$ cat config.mk
export PLATFORM = sky130hd
export DESIGN_NAME = isotp_receive_reassembler_unit_flat
export DESIGN_NICKNAME = d
export VERILOG_FILES = /design/src/sv/isotp_pkg.sv /design/src/sv/isotp_frame_if.sv /design/src/sv/isotp_result_if.sv /design/src/sv/isotp_len_unit.sv /design/src/sv/isotp_receive_reassembler_unit.sv /design/src/flat_wrapper.sv
export SDC_FILE = /design/constraint.sdc
export NUM_CORES = 1
export LEC_CHECK = 0
export BUFFER_PORTS_ARGS = -buffer_cell sky130_fd_sc_hd__buf_2
export CAP_MARGIN = 5
export CORE_ASPECT_RATIO = 1.75
export CORE_MARGIN = 2
export CORE_UTILIZATION = 50
export CTS_BUF_LIST = sky130_fd_sc_hd__clkbuf_16
export CTS_CLUSTER_SIZE = 40
export DETAILED_ROUTE_END_ITERATION = 6
export GPL_TIMING_DRIVEN = 0
export PLACE_DENSITY = 0.77
export SLEW_MARGIN = 5
export SYNTH_ARGS = -nofsm -noshare
export SYNTH_HDL_FRONTEND = slang
export SYNTH_SLANG_ARGS = --single-unit
$ cat constraint.sdc
create_clock -name i_clk -period 18.9 [get_ports i_clk]
set_input_delay 2.835 -clock i_clk [delete_from_list [all_inputs] [get_ports i_clk]]
set_output_delay 2.835 -clock i_clk [all_outputs]
set_load 0.01 [all_outputs]
$ cat src/sv/isotp_pkg.sv
package isotp_pkg;

    // frame and message geometry
    localparam int unsigned BYTE_W    = 8;
    localparam int unsigned LEN_W     = 12;
    localparam int unsigned MAX_BYTES = 7;
    localparam int unsigned IDX_W     = 3;
    localparam int unsigned BUF_W     = MAX_BYTES * BYTE_W;

    // frame type codes, high nibble of byte 0
    localparam logic [3:0] TYPE_SINGLE = 4'h0;
    localparam logic [3:0] TYPE_FIRST  = 4'h1;
    localparam logic [3:0] TYPE_CONSEC = 4'h2;

    // result kind codes
    localparam logic KIND_DATA = 1'b0;
    localparam logic KIND_FC   = 1'b1;

    // answer of the shared length unit
    typedef struct packed {
        logic [LEN_W-1:0] nxt;   // count after one more byte
        logic             hit;   // that byte completes the message
        logic             zero;  // no byte received yet
    } t_cnt_res;

endpackage

$ cat src/sv/isotp_frame_if.sv
interface isotp_frame_if;
    logic       valid;
    logic       ready;
    logic [7:0] byte0;
    logic [7:0] byte1;
    logic [7:0] byte2;
    logic [7:0] byte3;
    logic [7:0] byte4;
    logic [7:0] byte5;
    logic [7:0] byte6;
    logic [7:0] byte7;

    modport source (
        output valid, byte0, byte1, byte2, byte3, byte4, byte5, byte6, byte7,
        input  ready
    );
    modport sink (
        input  valid, byte0, byte1, byte2, byte3, byte4, byte5, byte6, byte7,
        output ready
    );
endinterface

$ cat src/sv/isotp_result_if.sv
interface isotp_result_if;
    logic       valid;
    logic       ready;
    logic       kind;
    logic [7:0] data_byte;
    logic       first_of_message;
    logic       last_of_message;
    logic       last_of_run;

    modport source (
        output valid, kind, data_byte, first_of_message, last_of_message, last_of_run,
        input  ready
    );
    modport sink (
        input  valid, kind, data_byte, first_of_message, last_of_message, last_of_run,
        output ready
    );
endinterface

$ cat src/sv/isotp_len_unit.sv
// shared length unit: one increment and two compares per emitted byte
module isotp_len_unit (
    input  logic [isotp_pkg::LEN_W-1:0] i_cnt,
    input  logic [isotp_pkg::LEN_W-1:0] i_exp,
    output isotp_pkg::t_cnt_res         o_res
);

    logic [isotp_pkg::LEN_W-1:0] w_inc;

    // next count and completion check
    assign w_inc      = isotp_pkg::LEN_W'(i_cnt + isotp_pkg::LEN_W'(1));
    assign o_res.nxt  = w_inc;
    assign o_res.hit  = (w_inc == i_exp);
    assign o_res.zero = (i_cnt == '0);

endmodule

$ cat src/sv/isotp_receive_reassembler_unit.sv
// receive reassembler for segmented diagnostic messages over 8-byte CAN payloads
// channels: i_frame takes one CAN payload (byte0..byte7) per transfer; o_result
//   gives one result per transfer: a message byte, or a request to send the
//   flow-control frame after a first frame
// a frame is decoded into the shift buffer on its transfer, and its results are then
//   loaded into the output register, one per cycle while the output register is free;
//   a frame holds the block until its last result is loaded; the bytes leave one at a
//   time through a shift buffer, and the message count is advanced by one shared
//   increment/compare unit
// ready on i_frame is high only while the sequencer is idle; a frame that
//   causes no result is taken and dropped in its transfer cycle
// a frame may be taken while the final result of the previous one still sits
//   in the output register
// reset: no reception in progress, counts cleared, no result pending
// stall: when the receiver holds ready low the output register keeps its
//   result and the sequencer waits, holding i_frame off
module isotp_receive_reassembler_unit (
    input  logic            i_clk,
    input  logic            i_rst_n,
    isotp_frame_if.sink     i_frame,
    isotp_result_if.source  o_result
);

    typedef enum logic [1:0] {
        S_IDLE,
        S_EMIT,
        S_FC
    } t_state;

    t_state                        r_state,     n_state;
    logic [isotp_pkg::BUF_W-1:0]   r_bytes,     n_bytes;
    logic [isotp_pkg::IDX_W-1:0]   r_idx,       n_idx;
    logic [isotp_pkg::IDX_W-1:0]   r_avail,     n_avail;
    logic                          r_single,    n_single;
    logic                          r_ff,        n_ff;
    logic                          r_receiving, n_receiving;
    logic [isotp_pkg::LEN_W-1:0]   r_exp,       n_exp;
    logic [isotp_pkg::LEN_W-1:0]   r_cnt,       n_cnt;
    logic                          r_out_valid, n_out_valid;
    logic                          r_kind,      n_kind;
    logic [isotp_pkg::BYTE_W-1:0]  r_data,      n_data;
    logic                          r_first,     n_first;
    logic                          r_lastm,     n_lastm;
    logic                          r_lastr,     n_lastr;

    isotp_pkg::t_cnt_res           w_len;
    logic                          w_out_free;
    logic                          w_idx_end;
    logic [3:0]                    w_type;
    logic [3:0]                    w_nib;
    logic [isotp_pkg::LEN_W-1:0]   w_ff_len;

    isotp_len_unit u_len (
        .i_cnt (r_cnt),
        .i_exp (r_exp),
        .o_res (w_len)
    );

    assign w_out_free = !r_out_valid || o_result.ready;
    assign w_idx_end  = (isotp_pkg::IDX_W'(r_idx + isotp_pkg::IDX_W'(1)) == r_avail);
    assign w_type     = i_frame.byte0[7:4];
    assign w_nib      = i_frame.byte0[3:0];
    assign w_ff_len   = {w_nib, i_frame.byte1};

    // sequencer next state
    always_comb begin
        n_state     = r_state;
        n_bytes     = r_bytes;
        n_idx       = r_idx;
        n_avail     = r_avail;
        n_single    = r_single;
        n_ff        = r_ff;
        n_receiving = r_receiving;
        n_exp       = r_exp;
        n_cnt       = r_cnt;
        n_out_valid = r_out_valid;
        n_kind      = r_kind;
        n_data      = r_data;
        n_first     = r_first;
        n_lastm     = r_lastm;
        n_lastr     = r_lastr;

        if (r_out_valid && o_result.ready) begin
            n_out_valid = 1'b0;
        end

        unique case (r_state)
            S_IDLE: begin
                // decode a frame on its transfer
                if (i_frame.valid) begin
                    n_idx = '0;
                    priority if (w_type == isotp_pkg::TYPE_SINGLE) begin
                        if (w_nib != 4'd0 && w_nib <= 4'(isotp_pkg::MAX_BYTES)) begin
                            n_bytes  = {i_frame.byte7, i_frame.byte6, i_frame.byte5,
                                        i_frame.byte4, i_frame.byte3, i_frame.byte2,
                                        i_frame.byte1};
                            n_avail  = w_nib[isotp_pkg::IDX_W-1:0];
                            n_single = 1'b1;
                            n_ff     = 1'b0;
                            n_state  = S_EMIT;
                        end
                    end else if (w_type == isotp_pkg::TYPE_FIRST) begin
                        n_bytes  = {8'h00, i_frame.byte7, i_frame.byte6, i_frame.byte5,
                                    i_frame.byte4, i_frame.byte3, i_frame.byte2};
                        n_avail  = isotp_pkg::IDX_W'(6);
                        n_single = 1'b0;
                        n_ff     = 1'b1;
                        n_exp    = w_ff_len;
                        n_cnt    = '0;
                        if (w_ff_len == '0) begin
                            n_receiving = 1'b0;
                            n_state     = S_FC;
                        end else begin
                            n_receiving = 1'b1;
                            n_state     = S_EMIT;
                        end
                    end else if (w_type == isotp_pkg::TYPE_CONSEC) begin
                        if (r_receiving) begin
                            n_bytes  = {i_frame.byte7, i_frame.byte6, i_frame.byte5,
                                        i_frame.byte4, i_frame.byte3, i_frame.byte2,
                                        i_frame.byte1};
                            n_avail  = isotp_pkg::IDX_W'(isotp_pkg::MAX_BYTES);
                            n_single = 1'b0;
                            n_ff     = 1'b0;
                            n_state  = S_EMIT;
                        end
                    end else begin
                        n_state = S_IDLE;
                    end
                end
            end

            S_EMIT: begin
                // one message byte per cycle into the output register while it is free
                if (w_out_free) begin
                    n_out_valid = 1'b1;
                    n_kind      = isotp_pkg::KIND_DATA;
                    n_data      = r_bytes[isotp_pkg::BYTE_W-1:0];
                    n_bytes     = {8'h00, r_bytes[isotp_pkg::BUF_W-1:isotp_pkg::BYTE_W]};
                    n_idx       = isotp_pkg::IDX_W'(r_idx + isotp_pkg::IDX_W'(1));
                    if (r_single) begin
                        n_first = (r_idx == '0);
                        n_lastm = w_idx_end;
                        n_lastr = w_idx_end;
                        if (w_idx_end) begin
                            n_state = S_IDLE;
                        end
                    end else begin
                        n_first = w_len.zero;
                        n_lastm = w_len.hit;
                        n_lastr = (w_len.hit || w_idx_end) && !r_ff;
                        if (w_len.hit) begin
                            n_cnt       = '0;
                            n_receiving = 1'b0;
                        end else begin
                            n_cnt = w_len.nxt;
                        end
                        if (w_len.hit || w_idx_end) begin
                            n_state = r_ff ? S_FC : S_IDLE;
                        end
                    end
                end
            end

            S_FC: begin
                // flow-control request closes a first frame
                if (w_out_free) begin
                    n_out_valid = 1'b1;
                    n_kind      = isotp_pkg::KIND_FC;
                    n_data      = '0;
                    n_first     = 1'b0;
                    n_lastm     = 1'b0;
                    n_lastr     = 1'b1;
                    n_state     = S_IDLE;
                end
            end

            default: begin
                n_state = S_IDLE;
            end
        endcase
    end

    // state and registered outputs
    always_ff @(posedge i_clk) begin
        if (!i_rst_n) begin
            r_state     <= S_IDLE;
            r_receiving <= 1'b0;
            r_exp       <= '0;
            r_cnt       <= '0;
            r_out_valid <= 1'b0;
        end else begin
            r_state     <= n_state;
            r_receiving <= n_receiving;
            r_exp       <= n_exp;
            r_cnt       <= n_cnt;
            r_out_valid <= n_out_valid;
            r_bytes     <= n_bytes;
            r_idx       <= n_idx;
            r_avail     <= n_avail;
            r_single    <= n_single;
            r_ff        <= n_ff;
            r_kind      <= n_kind;
            r_data      <= n_data;
            r_first     <= n_first;
            r_lastm     <= n_lastm;
            r_lastr     <= n_lastr;
        end
    end

    assign i_frame.ready             = (r_state == S_IDLE);
    assign o_result.valid            = r_out_valid;
    assign o_result.kind             = r_kind;
    assign o_result.data_byte        = r_data;
    assign o_result.first_of_message = r_first;
    assign o_result.last_of_message  = r_lastm;
    assign o_result.last_of_run      = r_lastr;

endmodule

$ cat src/flat_wrapper.sv
// flat-port wrapper written by rule: the top's interface ports become plain ports
module isotp_receive_reassembler_unit_flat 
  (i_clk, i_rst_n, i_frame_valid, i_frame_byte0, i_frame_byte1, i_frame_byte2, i_frame_byte3, i_frame_byte4, i_frame_byte5, i_frame_byte6, i_frame_byte7, i_frame_ready, o_result_valid, o_result_kind, o_result_data_byte, o_result_first_of_message, o_result_last_of_message, o_result_last_of_run, o_result_ready);
  isotp_frame_if i_frame_i ();
  isotp_result_if o_result_i ();
  input  logic i_clk;
  input  logic i_rst_n;
  input wire logic [$bits(i_frame_i.valid)-1:0] i_frame_valid;
  input wire logic [$bits(i_frame_i.byte0)-1:0] i_frame_byte0;
  input wire logic [$bits(i_frame_i.byte1)-1:0] i_frame_byte1;
  input wire logic [$bits(i_frame_i.byte2)-1:0] i_frame_byte2;
  input wire logic [$bits(i_frame_i.byte3)-1:0] i_frame_byte3;
  input wire logic [$bits(i_frame_i.byte4)-1:0] i_frame_byte4;
  input wire logic [$bits(i_frame_i.byte5)-1:0] i_frame_byte5;
  input wire logic [$bits(i_frame_i.byte6)-1:0] i_frame_byte6;
  input wire logic [$bits(i_frame_i.byte7)-1:0] i_frame_byte7;
  output wire logic [$bits(i_frame_i.ready)-1:0] i_frame_ready;
  output wire logic [$bits(o_result_i.valid)-1:0] o_result_valid;
  output wire logic [$bits(o_result_i.kind)-1:0] o_result_kind;
  output wire logic [$bits(o_result_i.data_byte)-1:0] o_result_data_byte;
  output wire logic [$bits(o_result_i.first_of_message)-1:0] o_result_first_of_message;
  output wire logic [$bits(o_result_i.last_of_message)-1:0] o_result_last_of_message;
  output wire logic [$bits(o_result_i.last_of_run)-1:0] o_result_last_of_run;
  input wire logic [$bits(o_result_i.ready)-1:0] o_result_ready;
  assign i_frame_i.valid = i_frame_valid;
  assign i_frame_i.byte0 = i_frame_byte0;
  assign i_frame_i.byte1 = i_frame_byte1;
  assign i_frame_i.byte2 = i_frame_byte2;
  assign i_frame_i.byte3 = i_frame_byte3;
  assign i_frame_i.byte4 = i_frame_byte4;
  assign i_frame_i.byte5 = i_frame_byte5;
  assign i_frame_i.byte6 = i_frame_byte6;
  assign i_frame_i.byte7 = i_frame_byte7;
  assign i_frame_ready = i_frame_i.ready;
  assign o_result_valid = o_result_i.valid;
  assign o_result_kind = o_result_i.kind;
  assign o_result_data_byte = o_result_i.data_byte;
  assign o_result_first_of_message = o_result_i.first_of_message;
  assign o_result_last_of_message = o_result_i.last_of_message;
  assign o_result_last_of_run = o_result_i.last_of_run;
  assign o_result_i.ready = o_result_ready;
  isotp_receive_reassembler_unit u_core (.i_clk(i_clk), .i_rst_n(i_rst_n), .i_frame(i_frame_i), .o_result(o_result_i));
endmodule
==> results of run 1 <==
-- worst max-delay path: cells and delay by family --
family / cells / cell delay [ns]
mux: 1 / 0.22
compound gates: 1 / 0.13
buf+inv: 4 / 1.41
simple gates: 1 / 0.17
-- how the worst min path moves through the flow --
| stage | cells past startpoint | startpoint | slack (ns) | endpoint |
|---|---|---|---|---|
| final | 2 | u_core.r_exp[6] | 0.49 | u_core.r_exp[6] |
| after detailed placement | 2 | u_core.r_exp[0] | 0.47 | u_core.r_exp[0] |
| after floorplan | 2 | u_core.r_state[1] | 0.45 | u_core.r_state[1] |
| after global placement | 2 | u_core.r_exp[0] | 0.47 | u_core.r_exp[0] |
| after CTS | 2 | u_core.r_exp[0] | 0.48 | u_core.r_exp[0] |
| after global routing | 2 | u_core.r_exp[0] | 0.51 | u_core.r_exp[0] |
-- where the power goes --
part | internal (mW) | switching, mW | total (mW)
Clock | 0.0910 | 0.0873 | 0.178
Sequential | 0.250 | 0.00157 | 0.251
Combinational | 0.0190 | 0.0253 | 0.0443
Total | 0.360 | 0.114 | 0.474
-- Yosys cell counts, drive strengths merged (2+ instances only) --
library cell / n / area share
a21boi: 15 / 0.020
a21o: 3 / 0.0040
a21oi: 7 / 0.0062
a22oi: 2 / 0.0027
a31oi: 3 / 0.0033
a32o: 2 / 0.0036
and2: 3 / 0.0033
and3: 18 / 0.021
and4: 5 / 0.0083
buf: 18 / 0.021
clkbuf: 23 / 0.015
dfxtp: 28 / 0.10
edfxtp: 76 / 0.41
ha: 8 / 0.018
inv: 12 / 0.0080
mux2i: 55 / 0.098
nand2: 93 / 0.062
nand2b: 4 / 0.0045
nand3: 13 / 0.012
nand3b: 3 / 0.0040
nand4: 4 / 0.0071
nor2: 10 / 0.0067
nor2b: 10 / 0.011
nor3: 5 / 0.0045
nor3b: 2 / 0.0027
nor4: 5 / 0.0056
nor4b: 9 / 0.022
o2111a: 2 / 0.0040
o21a: 3 / 0.0040
o21ai: 65 / 0.059
o31ai: 2 / 0.0027
or2: 2 / 0.0022
or3: 2 / 0.0022
xnor2: 12 / 0.019
xor2: 4 / 0.0062
-- metrics by stage --
step	instance area (sq um)	util	hold slack (ns)	setup slack, ns	cells
final	6520	0.590	0.485	14.21	771
after global routing	6520	0.590	0.505	14.10	771
after CTS	6520	0.590	0.485	14.24	771
after detailed placement	6240	0.565	0.475	13.88	755
after global placement	6180	0.560	0.467	9.06	753
after floorplan	5610	-	0.455	10.94	540
-- area by class of cell --
cell class,instances,area (sq um),area share
Tap cell,132,165,0.0253
Inverter,12,45.0,0.00691
Sequential cell,104,2840,0.436
Multi-Input combinational cell,383,2520,0.387
Clock buffer,9,225,0.0346
Clock inverter,7,56.3,0.00864
Buffer,41,206,0.0317
Timing Repair Buffer,83,453,0.0695
-- cell usage in the layout (no fill, tap or decap), types with 7 or more instances in the layout --
cell,count
a21oi_1,7
inv_1,12
and3_1,16
buf_2,90
clkbuf_16,9
xnor2_1,12
nor2_1,10
nor4b_2,7
dfxtp_1,28
nand3_1,13
nor2b_1,10
a21boi_0,13
ha_1,8
o21ai_0,64
clkbuf_1,23
mux2i_1,55
nand2_1,93
edfxtp_1,76
-- flip-flops by register name, indices dropped and copies added (netlist names) --
signal,cells
u_core.o_result.data_byte,8
u_core.o_result.first_of_message,1
u_core.o_result.kind,1
u_core.o_result.last_of_message,1
u_core.o_result.last_of_run,1
u_core.o_result.valid,1
u_core.r_avail,3
u_core.r_bytes,56
u_core.r_cnt,12
u_core.r_exp,12
u_core.r_ff,1
u_core.r_idx,3
u_core.r_receiving,1
u_core.r_single,1
u_core.r_state,2
-- logic make-up (layout without fill, tap and decap cells) --
| group | Yosys count | in the layout | synth area share |
|---|---|---|---|
| flip-flops | 104 | 104 | 0.507 |
| AND/OR/NAND/NOR | 190 | 190 | 0.182 |
| buffers and inverters | 53 | 152 | 0.0449 |
| XOR/XNOR | 16 | 16 | 0.0250 |
| multiplexers | 55 | 55 | 0.0982 |
| adder cells (fa/ha/maj) | 8 | 8 | 0.0179 |
| AO/OA/AOI/OAI | 114 | 114 | 0.125 |
-- routing by layer --
layer,part of all wire,global-route usage
met1,0.37,0.235
met2,0.54,0.419
met3,0.049,0.0394
met4,0.042,0.119
met5,0,0
==> flow_metrics.env, run 1 <==
export IMPL_ant_nets=0
export IMPL_nNetsFinal=710
export IMPL_fmax_mhz=213
export IMPL_cp_cell_sequence="buf_2 -> or4b_1 -> clkbuf_1 -> buf_1 -> buf_2 -> mux2i_1 -> o21ai_0"
export IMPL_p_leak_nw=2.61
export IMPL_powerDensity_nw_per_um2=72.7
export IMPL_clock_sinks=104
export IMPL_synth_area_per_cell_sq_um=10.4
export IMPL_cp_required_ns=18.97
export IMPL_die_x_microns=84.0
export IMPL_vias=4408
export IMPL_rrSetupSlack_ns=16.02
export IMPL_outcome="finished clean"
export IMPL_syn_to_final_growth_pct=16.2
export IMPL_postSynth_asyncResetShare=0
export IMPL_drc=0
export IMPL_clk_pin_slew_ns=0.07
export IMPL_cts_setup_buffers=0
export IMPL_cp_max_fo=10
export IMPL_clock_path_buffers=2
export IMPL_drive_gt1_frac=0.207
export IMPL_finalHoldViolCount=0
export IMPL_rows=51
export IMPL_critPathMaxStageDelay_ns=0.60
export IMPL_antenna_found_initial=0
export IMPL_cts_root_buf="clkbuf_16"
export IMPL_fin_crit_sh=0.248
export IMPL_max_cap_violations=0
export IMPL_grt_usage=0.224
export IMPL_total_power_mw=0.474
export IMPL_dr_pass1_iters=5
export IMPL_wl_per_cell_microns=17.3
export IMPL_grt_start_max_net_pins=26
export IMPL_ys_flop_type="edfxtp_1"
export IMPL_cp_arrival_ns=4.77
export IMPL_chipHeight_microns=144
export IMPL_crit_type="primary input to flip-flop"
export IMPL_cts_tree="built"
export IMPL_io_pins=82
export IMPL_via_per_inst=5.72
export IMPL_n_antenna_cell=0
export IMPL_start_util=0.508
export IMPL_ys_types=58
export IMPL_clkLatencyLatePin_ns=0.35
export IMPL_syn_inst=540
export IMPL_grt_pass1_vias=4486
export IMPL_routabilityCongestion=0.957
export IMPL_cpMostUsedCell="buf_2"
export IMPL_cp_end_kind="flip-flop"
export IMPL_cts_repair_resized=0
export IMPL_rr_endpoint="u_core.r_bytes[3]"
export IMPL_skew_ns=0.00711
export IMPL_core_area_sq_um=11000
export IMPL_filler_cell_count=926
export IMPL_finalMaxSlewViolations=0
export IMPL_ir_drop_mv=0.0605
export IMPL_tns_ns=0
export IMPL_setup_viol=0
export IMPL_r2r_start="u_core.r_state[0]"
export IMPL_yosysSeqAreaShare=0.507
export IMPL_crit_start="i_frame_byte0[4]"
export IMPL_critPathCapture="u_core.r_bytes[6]"
export IMPL_die_area_sq_um=12100
export IMPL_slew_headroom=0.497
export IMPL_dr_first_iter_drc_count=317
export IMPL_dp_hpwl_microns=10400
export IMPL_ctsHoldBuffers=0
export IMPL_r2r_cells=9
export IMPL_routed_wl_microns=13300
export IMPL_hold_class="flip-flop to flip-flop"
export IMPL_cts_buffers=9
export IMPL_synth_fp_nets=616
export IMPL_finalCriticalPeriod_ns=4.69
export IMPL_synth_edf_count=76
export IMPL_worst_setup_path_start_kind="primary input"
export IMPL_io_buffers=81
export IMPL_cts_max_level=3
export IMPL_worst_slew_pin_slew_ns=0.748
export IMPL_synth_area_sq_um=5610
export IMPL_grt_overflow_total=0
export IMPL_crit_slowest_cell="buf_1"
export IMPL_grt_pass1_wl_microns=21400
export IMPL_synth_seq_cells=104
export IMPL_rsz0062_at_grt="no"
export IMPL_ys_warn_count=0
No activity file was read; power rests on OpenSTA's default activity.
==> run 2: changes to the inputs <==
==> constraint.sdc (replaced) <==
create_clock -name i_clk -period 4.91 [get_ports i_clk]
set_input_delay 0.7365 -clock i_clk [delete_from_list [all_inputs] [get_ports i_clk]]
set_output_delay 0.7365 -clock i_clk [all_outputs]
set_load 0.01 [all_outputs]
==> flow_metrics.env, run 2 (synthesized netlist as in run 1, its figures left out) <==
export IMPL_outcome="finished clean"
export IMPL_powerDensity_nw_per_um2=291
export IMPL_post_place_ws_ns=1.97
export IMPL_routed_wl_microns=13300
export IMPL_grt_pass1_vias=4443
export IMPL_grt_start_max_net_pins=29
export IMPL_finalHoldViolCount=0
export IMPL_die_area_sq_um=12100
export IMPL_cp_max_fo=28
export IMPL_hold_class="flip-flop to flip-flop"
export IMPL_whs_ns=0.486
export IMPL_cts_setup_buffers=0
export IMPL_largest_reg_flops=56
export IMPL_setup_viol=0
export IMPL_fin_crit_sh=0.578
export IMPL_critPathMaxStageDelay_ns=0.41
export IMPL_finalCriticalPeriod_ns=2.84
export IMPL_cp_cell_sequence="inv_1 -> ha_1 -> clkbuf_1 -> or2_2 -> nand3_1 -> a21oi_1 -> a21boi_4 -> buf_16 -> buf_12"
export IMPL_nNetsFinal=710
export IMPL_grt_overflow_total=0
export IMPL_fmax_mhz=353
export IMPL_chipHeight_microns=144
export IMPL_rr_endpoint="u_core.r_bytes[9]"
export IMPL_crit_start="u_core.r_state[1]"
export IMPL_routabilityCongestion=0.909
export IMPL_via_per_inst=5.58
export IMPL_mostFrequentLayoutCells="nand2_1 (93), buf_2 (90), edfxtp_1 (76)"
export IMPL_critPathCapture="u_core.r_bytes[9]"
export IMPL_vias=4302
export IMPL_core_area_sq_um=11000
export IMPL_p_leak_nw=2.63
export IMPL_largest_register="u_core.r_bytes"
export IMPL_dp_hpwl_microns=10500
export IMPL_finalMaxSlewViolations=0
export IMPL_tns_ns=0
export IMPL_cp_arrival_ns=2.90
export IMPL_multiInputGateArea_sq_um=2520
export IMPL_dr_pass1_iters=5
export IMPL_regArea_sq_um=2840
export IMPL_cts_buffers=9
export IMPL_top_regs="u_core.r_bytes x56, u_core.r_cnt x12, u_core.r_exp x12"
export IMPL_rrSetupSlack_ns=2.07
export IMPL_grt_pass1_wl_microns=21200
export IMPL_dr_first_iter_drc_count=222
export IMPL_final_common_cell="nand2_1"
export IMPL_cts_repair_resized=0
export IMPL_n_antenna_cell=0
export IMPL_worst_setup_path_start_kind="flip-flop"
export IMPL_worst_slew_pin_slew_ns=0.732
export IMPL_io_buffers=81
export IMPL_drive_gt1_frac=0.207
export IMPL_skew_ns=0.00912
export IMPL_ctsHoldBuffers=0
export IMPL_r2r_cells=9
export IMPL_crit_type="flip-flop to flip-flop"
export IMPL_antenna_found_initial=0
export IMPL_start_util=0.508
export IMPL_cp_required_ns=4.98
export IMPL_r2r_start="u_core.r_state[1]"
export IMPL_clock_sinks=104
export IMPL_crit_slowest_cell="clkbuf_1"
export IMPL_die_x_microns=84.0
export IMPL_grt_usage=0.224
export IMPL_io_pins=82
export IMPL_rows=51
export IMPL_wl_per_cell_microns=17.2
export IMPL_post_route_util=0.594
export IMPL_clkLatencyLatePin_ns=0.35
export IMPL_drc=0
export IMPL_cts_root_buf="clkbuf_16"
export IMPL_cts_tree="built"
export IMPL_rsz0062_at_grt="no"
export IMPL_max_cap_violations=0
export IMPL_ant_nets=0
export IMPL_cts_max_level=3
export IMPL_clock_path_buffers=2
export IMPL_syn_to_final_growth_pct=16.9
export IMPL_slew_headroom=0.508
export IMPL_setup_slack_ns=2.07
export IMPL_clk_pin_slew_ns=0.08
export IMPL_filler_cell_count=928
export IMPL_ir_drop_mv=0.264
export IMPL_cp_end_kind="flip-flop"
[run 2: metrics by stage]
step	total power [mW]	std cells	instance area, sq um
global route	1.96	771	6560
CTS	1.91	771	6560
finish	1.91	771	6560
floorplan	1.08	540	5610
global placement	1.15	753	6180
detailed placement	1.16	755	6240
[run 2: final cells by class]
class,instances,share of cell area
Timing Repair Buffer,83,0.0691
Tap cell,132,0.0252
Sequential cell,104,0.434
Inverter,12,0.00687
Multi-Input combinational cell,383,0.385
Buffer,41,0.0315
Clock inverter,7,0.0145
Clock buffer,9,0.0344
[run 2: power breakdown]
| part | switching [mW] | total (mW) | internal (mW) |
|---|---|---|---|
| combinational | 0.0970 | 0.170 | 0.0729 |
| sequential | 0.00608 | 0.968 | 0.962 |
| clock | 0.355 | 0.767 | 0.412 |
| total | 0.458 | 1.91 | 1.45 |
[run 2: how the worst min path moves through the flow]
stage	from	end	cells after the start
CTS	u_core.r_state[0]	u_core.r_state[0]	2
floorplan	u_core.r_state[1]	u_core.r_state[1]	2
finish	u_core.r_state[0]	u_core.r_state[0]	2
global route	u_core.r_state[0]	u_core.r_state[0]	2
global placement	u_core.r_exp[1]	u_core.r_exp[1]	2
detailed placement	u_core.r_state[0]	u_core.r_state[0]	2
[run 2: worst max-delay path, delay by kind of cell (launching register included)]
family	cells	cell delay, ns
buffers and inverters	4	0.94
AND/OR/NAND/NOR	2	0.29
adder cells (fa/ha/maj)	1	0.21
flip-flops	1	0.35
AO/OA/AOI/OAI	2	0.74
[run 2: layer usage]
metal  up-vias  share of wire  global-route usage
met1      2008           0.36               0.229
met5         -              0                   0
met3        22          0.038              0.0348
met4         0          0.027              0.0976
li1       2150              -                   -
met2       122           0.58               0.442
==> run 3: changes to the inputs <==
--- a/config.mk
+++ b/config.mk
@@ -5,6 +5,7 @@
 export SDC_FILE = /design/constraint.sdc
 export NUM_CORES = 1
 export LEC_CHECK = 0
+export ABC_AREA = 1
 export BUFFER_PORTS_ARGS = -buffer_cell sky130_fd_sc_hd__buf_2
 export CAP_MARGIN = 5
 export CORE_ASPECT_RATIO = 1.75
==> constraint.sdc (replaced) <==
create_clock -name i_clk -period 2.9 [get_ports i_clk]
set_input_delay 0.435 -clock i_clk [delete_from_list [all_inputs] [get_ports i_clk]]
set_output_delay 0.435 -clock i_clk [all_outputs]
set_load 0.01 [all_outputs]
==> flow_metrics.env, run 3 <==
export IMPL_outcome="finished clean"
export IMPL_via_per_inst=5.45
export IMPL_grt_pass1_wl_microns=21300
export IMPL_ant_nets=0
export IMPL_crit_type="flip-flop to flip-flop"
export IMPL_finalMaxSlewViolations=0
export IMPL_cpLargestDelayFamily="compound AO/OA/AOI/OAI gates"
export IMPL_fmax_mhz=379
export IMPL_die_x_microns=82.7
export IMPL_final_cell_area_sq_um=6350
export IMPL_grt_usage=0.240
export IMPL_dp_hpwl_microns=10400
export IMPL_max_cap_violations=0
export IMPL_crit_slowest_cell="a21boi_4"
export IMPL_clock_sinks=104
export IMPL_start_util=0.510
export IMPL_clkLatencyLatePin_ns=0.36
export IMPL_core_area_sq_um=10600
export IMPL_grt_overflow_total=0
export IMPL_worst_setup_path_start_kind="flip-flop"
export IMPL_power_switching_mw=2.13
export IMPL_ys_types=34
export IMPL_synth_top_family_by_area="simple AND/OR/NAND/NOR gates"
export IMPL_setup_viol=0
export IMPL_powerDensity_nw_per_um2=872
export IMPL_drc=0
export IMPL_rsz0062_at_grt="no"
export IMPL_synth_adder_area_share=0.0185
export IMPL_cp_arrival_ns=2.70
export IMPL_grt_pass1_vias=4799
export IMPL_synth_seq_cells=104
export IMPL_cts_setup_buffers=0
export IMPL_synth_area_per_cell_sq_um=8.26
export IMPL_placed_cell_area_sq_um=6070
export IMPL_synth_area_sq_um=5420
export IMPL_dr_first_iter_drc_count=225
export IMPL_yosysMostFrequentCell="nand2_1"
export IMPL_cts_max_level=3
export IMPL_synthXorXnorAreaFrac=0.0129
export IMPL_synth_edf_count=76
export IMPL_yosys_area_share_simple=0.271
export IMPL_n_antenna_cell=0
export IMPL_wl_per_cell_microns=15.2
export IMPL_clkPwrFrac=0.213
export IMPL_synth_mux_area_frac=0
export IMPL_synth_top_cell_by_area="edfxtp_1"
export IMPL_largest_reg_flops=56
export IMPL_ir_drop_mv=0.481
export IMPL_cp_required_ns=2.96
export IMPL_largest_register="u_core.r_bytes"
export IMPL_rows=50
export IMPL_netlist_top_cells_area="edfxtp_1 (42%), nand2_1 (11%), dfxtp_1 (10%)"
export IMPL_critPathMaxStageDelay_ns=0.62
export IMPL_fin_crit_sh=0.910
export IMPL_p_comb_frac=0.379
export IMPL_slew_headroom=0.517
export IMPL_io_buffers=81
export IMPL_cp_max_fo=23
export IMPL_synth_top_area_share=0.421
export IMPL_ctsHoldBuffers=0
export IMPL_cts_buffers=9
export IMPL_finalCriticalPeriod_ns=2.64
export IMPL_cts_tree="built"
export IMPL_ys_warn_count=0
export IMPL_syn_inst=656
export IMPL_syn_to_final_growth_pct=17.2
export IMPL_mostFrequentLayoutCells="nand2_1 (165), nor2_1 (112), buf_2 (84)"
export IMPL_cp_end_kind="flip-flop"
export IMPL_p_leak_nw=2.62
export IMPL_drive_gt1_frac=0.172
export IMPL_path_buf_inv=2
export IMPL_worst_slew_pin_slew_ns=0.719
export IMPL_dr_pass1_iters=5
export IMPL_routabilityCongestion=0.951
export IMPL_nNetsFinal=827
export IMPL_synth_commonest_cells="nand2_1 (165), nor2_1 (112), edfxtp_1 (76), inv_1 (65), a31oi_1 (49)"
export IMPL_cts_repair_resized=0
export IMPL_antenna_found_initial=0
export IMPL_seqPwrFrac=0.408
export IMPL_post_route_util=0.597
export IMPL_skew_ns=0.0111
export IMPL_intPower_mw=3.41
export IMPL_yosysSeqAreaShare=0.524
export IMPL_postSynth_asyncResetShare=0
export IMPL_top_regs="u_core.r_bytes x56, u_core.r_cnt x12, u_core.r_exp x12"
export IMPL_synth_fp_nets=732
export IMPL_clk_pin_slew_ns=0.07
export IMPL_ys_flop_type="edfxtp_1"
export IMPL_finalHoldViolCount=0
export IMPL_synth_compound_area_frac=0.104
export IMPL_cp_cell_sequence="inv_1 -> ha_1 -> nand2_1 -> o21ai_0 -> nand2_1 -> nor2_1 -> a21boi_4 -> buf_16"
export IMPL_die_area_sq_um=11700
export IMPL_cts_root_buf="clkbuf_16"
export IMPL_cpMostUsedCell="nand2_1"
export IMPL_swShare=0.385
export IMPL_final_common_cell="nand2_1"
export IMPL_io_pins=82
export IMPL_routed_wl_microns=13400
export IMPL_grt_start_max_net_pins=24
export IMPL_clock_path_buffers=2
export IMPL_hold_class="primary input to flip-flop"
export IMPL_vias=4829
export IMPL_chipHeight_microns=142
-- run 3: area by class of cell --
class	count	area, sq um
plain buffers	30	124
clock buffers	9	225
clock inverters	7	60.1
fillers	954	4280
inverters	67	251
multi-input cells	455	2220
flip-flops and latches	104	2840
well taps	130	163
repair buffers	84	468
-- run 3: cells by family (layout without fill, tap and decap cells) --
| group | after synthesis | in the layout |
|---|---|---|
| AOI/OAI and AO/OA | 97 | 97 |
| DFF | 104 | 104 |
| adders and majority gates | 8 | 8 |
| and+or+nand+nor | 342 | 342 |
| buffers and inverters | 97 | 197 |
| xor gates and xnor gates | 8 | 8 |
-- run 3: power by group through the flow --
stage               clock (mW)  sequential (mW)  combinational [mW]
finish                    1.18             2.26                2.10
global route              1.25             2.30                2.33
CTS                       1.19             2.26                2.10
detailed placement           0             2.29                2.08
global placement             0             2.29                1.94
floorplan                    0             2.29                1.44
-- run 3: routing by layer --
layer	up-vias	part of all wire	global-route usage
met5	-	0	0
met3	43	0.057	0.0553
met4	0	0.045	0.129
met1	2238	0.35	0.230
met2	172	0.55	0.450
li1	2376	-	-
-- run 3: final timing paths --
path | startpoint | to | slack (ns) | cells after the start
min | i_frame_byte0[1] | u_core.r_exp[9] | 0.38 | 3
max | u_core.r_state[0] | u_core.r_bytes[10] | 0.26 | 8
max reg2reg | u_core.r_state[0] | u_core.r_bytes[10] | 0.26 | 8
min reg2reg | u_core.r_exp[8] | u_core.r_exp[8] | 0.47 | 2
-- run 3: through the flow --
stage / TNS (ns) / power (mW) / worst slack [ns] / std cells / hold slack, ns
after floorplan: 0 / 3.72 / 0.211 / 656 / 0.436
after global placement: -14.66 / 4.22 / -0.244 / 867 / 0.448
after detailed placement: 0 / 4.37 / 0.300 / 870 / 0.451
after CTS: 0 / 5.55 / 0.277 / 886 / 0.378
after global routing: 0 / 5.88 / 0.0832 / 886 / 0.385
final: 0 / 5.54 / 0.260 / 886 / 0.384
-- run 3: worst min-delay path: stages --
cell and delay, ns:
buf_2 0.09, o21ai_0 0.07, a21oi_1 0.10
